$ cat config.mk
export PLATFORM = sky130hd
export DESIGN_NAME = sac_front
export DESIGN_NICKNAME = d
export VERILOG_FILES = /design/src/rtl/sac_pkg.sv /design/src/rtl/sac_front.sv
export SDC_FILE = /design/constraint.sdc
export NUM_CORES = 1
export LEC_CHECK = 0
export BUFFER_PORTS_ARGS = -buffer_cell sky130_fd_sc_hd__buf_4
export CORE_ASPECT_RATIO = 0.75
export CORE_MARGIN = 4
export CORE_UTILIZATION = 25
export CTS_CLUSTER_DIAMETER = 200
export DETAILED_ROUTE_END_ITERATION = 10
export HOLD_SLACK_MARGIN = 0.15
export PLACE_DENSITY_LB_ADDON = 0.3
export SYNTH_ARGS = -nofsm -noshare
export SYNTH_HDL_FRONTEND = slang
export SYNTH_SLANG_ARGS = --single-unit
$ cat constraint.sdc
create_clock -name clk -period 4.4 [get_ports clk]
set_clock_uncertainty 0.05 [all_clocks]
set_input_delay 0.88 -clock clk [delete_from_list [all_inputs] [get_ports clk]]
set_output_delay 0.88 -clock clk [all_outputs]
set_load 0.03 [all_outputs]
$ cat src/rtl/sac_pkg.sv
// Shared types and constants for the archive symbol-map stream checker.
package sac_pkg;

  localparam int unsigned QUEUE_DEPTH = 4;

  localparam logic [1:0] ST_OK     = 2'd0;
  localparam logic [1:0] ST_SHORT  = 2'd1;
  localparam logic [1:0] ST_BADTAB = 2'd2;

  localparam logic KIND_OFFSET = 1'b0;
  localparam logic KIND_STATUS = 1'b1;

  localparam logic [1:0] LANE_LAST = 2'd3;

  typedef enum logic [2:0] {
    PH_COUNT = 3'b001,
    PH_REFS  = 3'b010,
    PH_TABLE = 3'b100
  } phase_t;

  typedef struct packed {
    logic [7:0] data_byte;
    logic       final_byte;
  } item_t;

  typedef struct packed {
    logic        kind;
    logic [31:0] symbol_index;
    logic [31:0] member_offset;
    logic [1:0]  status;
    logic        run_end;
  } result_t;

  typedef struct packed {
    logic        has_offset;
    logic [31:0] symbol_index;
    logic [31:0] member_offset;
    logic        has_status;
    logic [1:0]  status;
  } entry_t;

endpackage

$ cat src/rtl/sac_front.sv
// Byte parser: decodes count and offsets, checks the string table, emits work entries.
module sac_front (
  input  logic            clk,
  input  logic            rst,
  input  logic            accept,
  input  sac_pkg::item_t  item,
  output logic            entry_valid,
  output sac_pkg::entry_t entry
);

  sac_pkg::phase_t phase, phase_next;
  logic [31:0] symbol_count, symbol_count_next;
  logic [1:0]  byte_lane, byte_lane_next;
  logic [23:0] word_accum, word_accum_next;
  logic [31:0] ref_index, ref_index_next;
  logic [31:0] strings_seen, strings_seen_next;
  logic        prev_was_zero, prev_was_zero_next;
  logic        table_started, table_started_next;
  logic        table_bad, table_bad_next;

  logic        is_zero;
  logic [31:0] word;

  always_comb begin
    phase_next         = phase;
    symbol_count_next  = symbol_count;
    byte_lane_next     = byte_lane;
    word_accum_next    = word_accum;
    ref_index_next     = ref_index;
    strings_seen_next  = strings_seen;
    prev_was_zero_next = prev_was_zero;
    table_started_next = table_started;
    table_bad_next     = table_bad;
    entry              = '0;
    is_zero            = (item.data_byte == 8'd0);
    word               = {word_accum, item.data_byte};

    if (accept) begin
      if (phase == sac_pkg::PH_TABLE) begin
        if (!table_started) begin
          table_started_next = 1'b1;
          if (symbol_count != 32'd0 && is_zero) begin
            table_bad_next = 1'b1;
          end
        end else if (is_zero) begin
          if (prev_was_zero) begin
            if (strings_seen < symbol_count) begin
              table_bad_next = 1'b1;
            end
          end else if (strings_seen == symbol_count) begin
            table_bad_next = 1'b1;
          end else begin
            strings_seen_next = strings_seen + 32'd1;
          end
        end
        prev_was_zero_next = is_zero;
      end else if (byte_lane != sac_pkg::LANE_LAST) begin
        word_accum_next = {word_accum[15:0], item.data_byte};
        byte_lane_next  = byte_lane + 2'd1;
      end else begin
        word_accum_next = '0;
        byte_lane_next  = '0;
        if (phase == sac_pkg::PH_COUNT) begin
          symbol_count_next = word;
          phase_next = (word == 32'd0) ? sac_pkg::PH_TABLE : sac_pkg::PH_REFS;
        end else begin
          entry.has_offset    = 1'b1;
          entry.symbol_index  = ref_index;
          entry.member_offset = word;
          ref_index_next      = ref_index + 32'd1;
          if (ref_index_next == symbol_count) begin
            phase_next = sac_pkg::PH_TABLE;
          end
        end
      end

      if (item.final_byte) begin
        entry.has_status = 1'b1;
        if (phase_next != sac_pkg::PH_TABLE) begin
          entry.status = sac_pkg::ST_SHORT;
        end else if (!table_started_next) begin
          entry.status = (symbol_count_next != 32'd0) ? sac_pkg::ST_BADTAB : sac_pkg::ST_OK;
        end else if (table_bad_next) begin
          entry.status = sac_pkg::ST_BADTAB;
        end else if (strings_seen_next != symbol_count_next) begin
          entry.status = sac_pkg::ST_BADTAB;
        end else if (!is_zero) begin
          entry.status = sac_pkg::ST_BADTAB;
        end else begin
          entry.status = sac_pkg::ST_OK;
        end
        phase_next         = sac_pkg::PH_COUNT;
        symbol_count_next  = '0;
        byte_lane_next     = '0;
        word_accum_next    = '0;
        ref_index_next     = '0;
        strings_seen_next  = '0;
        prev_was_zero_next = 1'b0;
        table_started_next = 1'b0;
        table_bad_next     = 1'b0;
      end
    end
  end

  assign entry_valid = entry.has_offset | entry.has_status;

  always_ff @(posedge clk) begin
    if (rst) begin
      phase         <= sac_pkg::PH_COUNT;
      symbol_count  <= '0;
      byte_lane     <= '0;
      word_accum    <= '0;
      ref_index     <= '0;
      strings_seen  <= '0;
      prev_was_zero <= 1'b0;
      table_started <= 1'b0;
      table_bad     <= 1'b0;
    end else begin
      phase         <= phase_next;
      symbol_count  <= symbol_count_next;
      byte_lane     <= byte_lane_next;
      word_accum    <= word_accum_next;
      ref_index     <= ref_index_next;
      strings_seen  <= strings_seen_next;
      prev_was_zero <= prev_was_zero_next;
      table_started <= table_started_next;
      table_bad     <= table_bad_next;
    end
  end

endmodule

==> out/metrics.yaml <==
outcome: "finished, violations left"
violations: "setup timing"
slowest_delay_ns: 0.52
synthFlopType: "dfxtp_1"
crit_family: "simple AND/OR/NAND/NOR gates"
vias_per_cell: 5.36
power_density_mw_per_mm2: 223
setup_violations: 1
syn_nets: 1348
cts_root_buf: "clkbuf_16"
dpl.cell_count: 1940
yosysSeqAreaShare_pct: 27.2
synth-xor-area-share_pct: 8.84
cts_buffers: 17
synth-compound-area-share_pct: 19.8
worstSetupStartpointType: "flop"
antenna_found_initial: 0
drive_above_1_share_pct: 28.1
synth.distinct_cells: 73
final_cell_mix: "buf_4, nor2_1, a21oi_1"
hold_violations: 0
async_flop_share_pct: 0
syn_avg_cell_area_um2: 7.24
synth_seq_cells: 128
row_count: 61
rsz0062_at_grt: "true"
cap_violations: 0
grt_start_max_net_pins: 68
antenna_left: 0
overflow: 0
grtUsageTotal_pct: 19.2
first_pass_iters: 5
synth_top_cell_area_share_pct: 27.2
crit_chain: "buf_4 > ha_1 > nand4_1 > nor4_4 > a21o_4 > buf_12 > nor3_4 > or4_1 > a32oi_1 > and4_4 > a31oi_4 > buf_6"
synthMuxAreaShare_pct: 1.08
diodes: 0
slowest_stage: "or4_1"
netlist_instances: 1301
drt_iter0_drc: 1068
synth-simple-area-share_pct: 32.4
syn_to_final_growth_pct: 36.3
worst_hold_slack_ns: 0.454
cp.arrival_ns: 3.48
drt-total-wl_um: 40200
vias: 10679
ctsLongestPathBuffers: 2
clkSinkCount: 128
dieArea_mm2: 0.0409
cts_max_level: 4
fp.dieW_um: 232
gp_congestion: 0.919
placed_area_mm2: 0.0114
reg2reg_slack_ns: 1.46
synthTopCellsByArea: "dfxtp_1, a21oi_1, nor2_1"
power_leakage_nw: 4.99
drv_slew: 0
finalCriticalPeriod_ns: 4.41
setup_slack_ns: -0.0115
mostFrequentLayoutCell: "buf_4"
synth-edff-count: 0
dpl.hpwl_um: 30100
grt_pass1_vias: 9776
cts_tree: "done"
drc: 0
finalCoreUtilization_pct: 34.6
dp_slack_ns: -0.155
clk_pin_slew_ns: 0.06
crit_type: "reg -> out"
core_area_mm2: 0.0371
slew_headroom_pct: 15.3
max_freq_mhz: 227
clock_latency_ns: 0.44
synth_fa_ha_area_share_pct: 4.76
final_nets: 1524
die_height_um: 176
yosysTopAreaCell: "dfxtp_1"
synth_area_mm2: 0.00941
pin_count: 81
hp-class: "reg -> reg"
grt_pass1_wl_um: 60500
post-route-period-util_pct: 100
initial_core_util_pct: 25.4
worst_slew_pin_slew_ns: 1.27
required_ns: 3.47
instances_no_fill: 1994
path_max_fanout: 8
critPathBufInv: 3
design_area_mm2: 0.0128
synth_top_family_by_area: "simple AND/OR/NAND/NOR gates"
wl_per_cell_um: 20.2
peakVddDrop_mv: 0.197
io_buffers: 80
yosysWarnings: 0
end_kind: "output port"
==> cells in the mapped netlist, types with 4 or more instances <==
cell type / instances
buf_1: 4
nor4_2: 6
o21ai_0: 65
nor3_1: 36
nand3b_1: 8
nor2_1: 146
buf_2: 17
buf_4: 6
nand2_1: 122
and4_1: 10
nor4_1: 32
and3_1: 19
xor2_1: 36
o31ai_1: 5
a311oi_1: 6
nand3_1: 61
a211oi_1: 9
nand4_1: 33
and2_1: 66
or4_1: 8
ha_1: 35
a31oi_1: 14
or3_1: 11
mux2i_1: 9
dfxtp_1: 128
a22oi_1: 35
nor3b_1: 4
a21o_1: 20
a21oi_1: 126
xnor2_1: 59
inv_1: 44
clkbuf_1: 60
nor2b_1: 4
==> path summary, 6_finish.rpt <==
path,from,end,depth (start not counted)
hold / removal,byte_lane[1]$_SDFFE_PP0P_,byte_lane[1]$_SDFFE_PP0P_,2
setup / recovery,strings_seen[9]$_SDFFE_PP0P_,entry[1],12
setup reg to reg,ref_index[0]$_SDFFE_PP0P_,phase[1]$_SDFFE_PP0P_,14
hold reg to reg,byte_lane[1]$_SDFFE_PP0P_,byte_lane[1]$_SDFFE_PP0P_,2
==> sequential cells by signal (all words and copies together), names as in the netlist <==
register / count
ref_index: 32
word_accum: 24
prev_was_zero: 1
table_bad: 1
symbol_count: 32
phase: 3
byte_lane: 2
strings_seen: 32
table_started: 1
==> repair_timing <==
action                                 CTS  global route
pin swaps                               29            43
setup endpoints to repair                2             2
buffers inserted                        11            14
endpoints found under the hold margin    0             0
gates resized for setup                 70            96
hold buffers                             0             0
gates cloned                             1             0
==> power by group <==
part	switching (mW)	internal, mW	leakage, nW	total [mW]
registers	0.00852	1.16	1.06	1.16
logic	0.114	0.0402	3.65	0.155
clock network	0.582	0.961	0.286	1.54
==> metal layers <==
metal  global-route usage, %  vias up  routed length [um]
met2                    26.9      496               16400
met3                    4.66       41                3720
li1                        -     5005                   -
met4                    4.38        0                 648
met5                       0        -                   0
met1                    29.3     5137               19500
==> per-stage QoR <==
step           TNS (ns)  power, mW
5_1_grt         -0.0815       2.94
3_3_place_gp    -0.0968       1.34
3_5_place_dp     -0.155       1.34
6_report        -0.0115       2.86
4_1_cts         -0.0413       2.88
2_1_floorplan         0       1.27
==> tightest hold or removal path, cell delays in order (launching register included) <==
cell and delay (ns):
dfxtp_1 0.33, a32oi_1 0.06, nor2_1 0.08
==> area by class of cell <==
type,instances,area (um^2)
clock buffers,22,454
clock inverters,10,160
fillers,3971,24300
inverters,44,165
multi-input cells,1039,6830
flip-flops and latches,128,2650
well taps,504,631
repair buffers,247,1940
==> cell families after synthesis <==
logic type,Yosys count
AO/OA/AOI/OAI,309
AND/OR/NAND/NOR,589
buffers and inverters,134
flip-flops,128
XOR/XNOR,95
multiplexers,10
adder cells (fa/ha/maj),36
No activity file was read; power rests on OpenSTA's default activity.
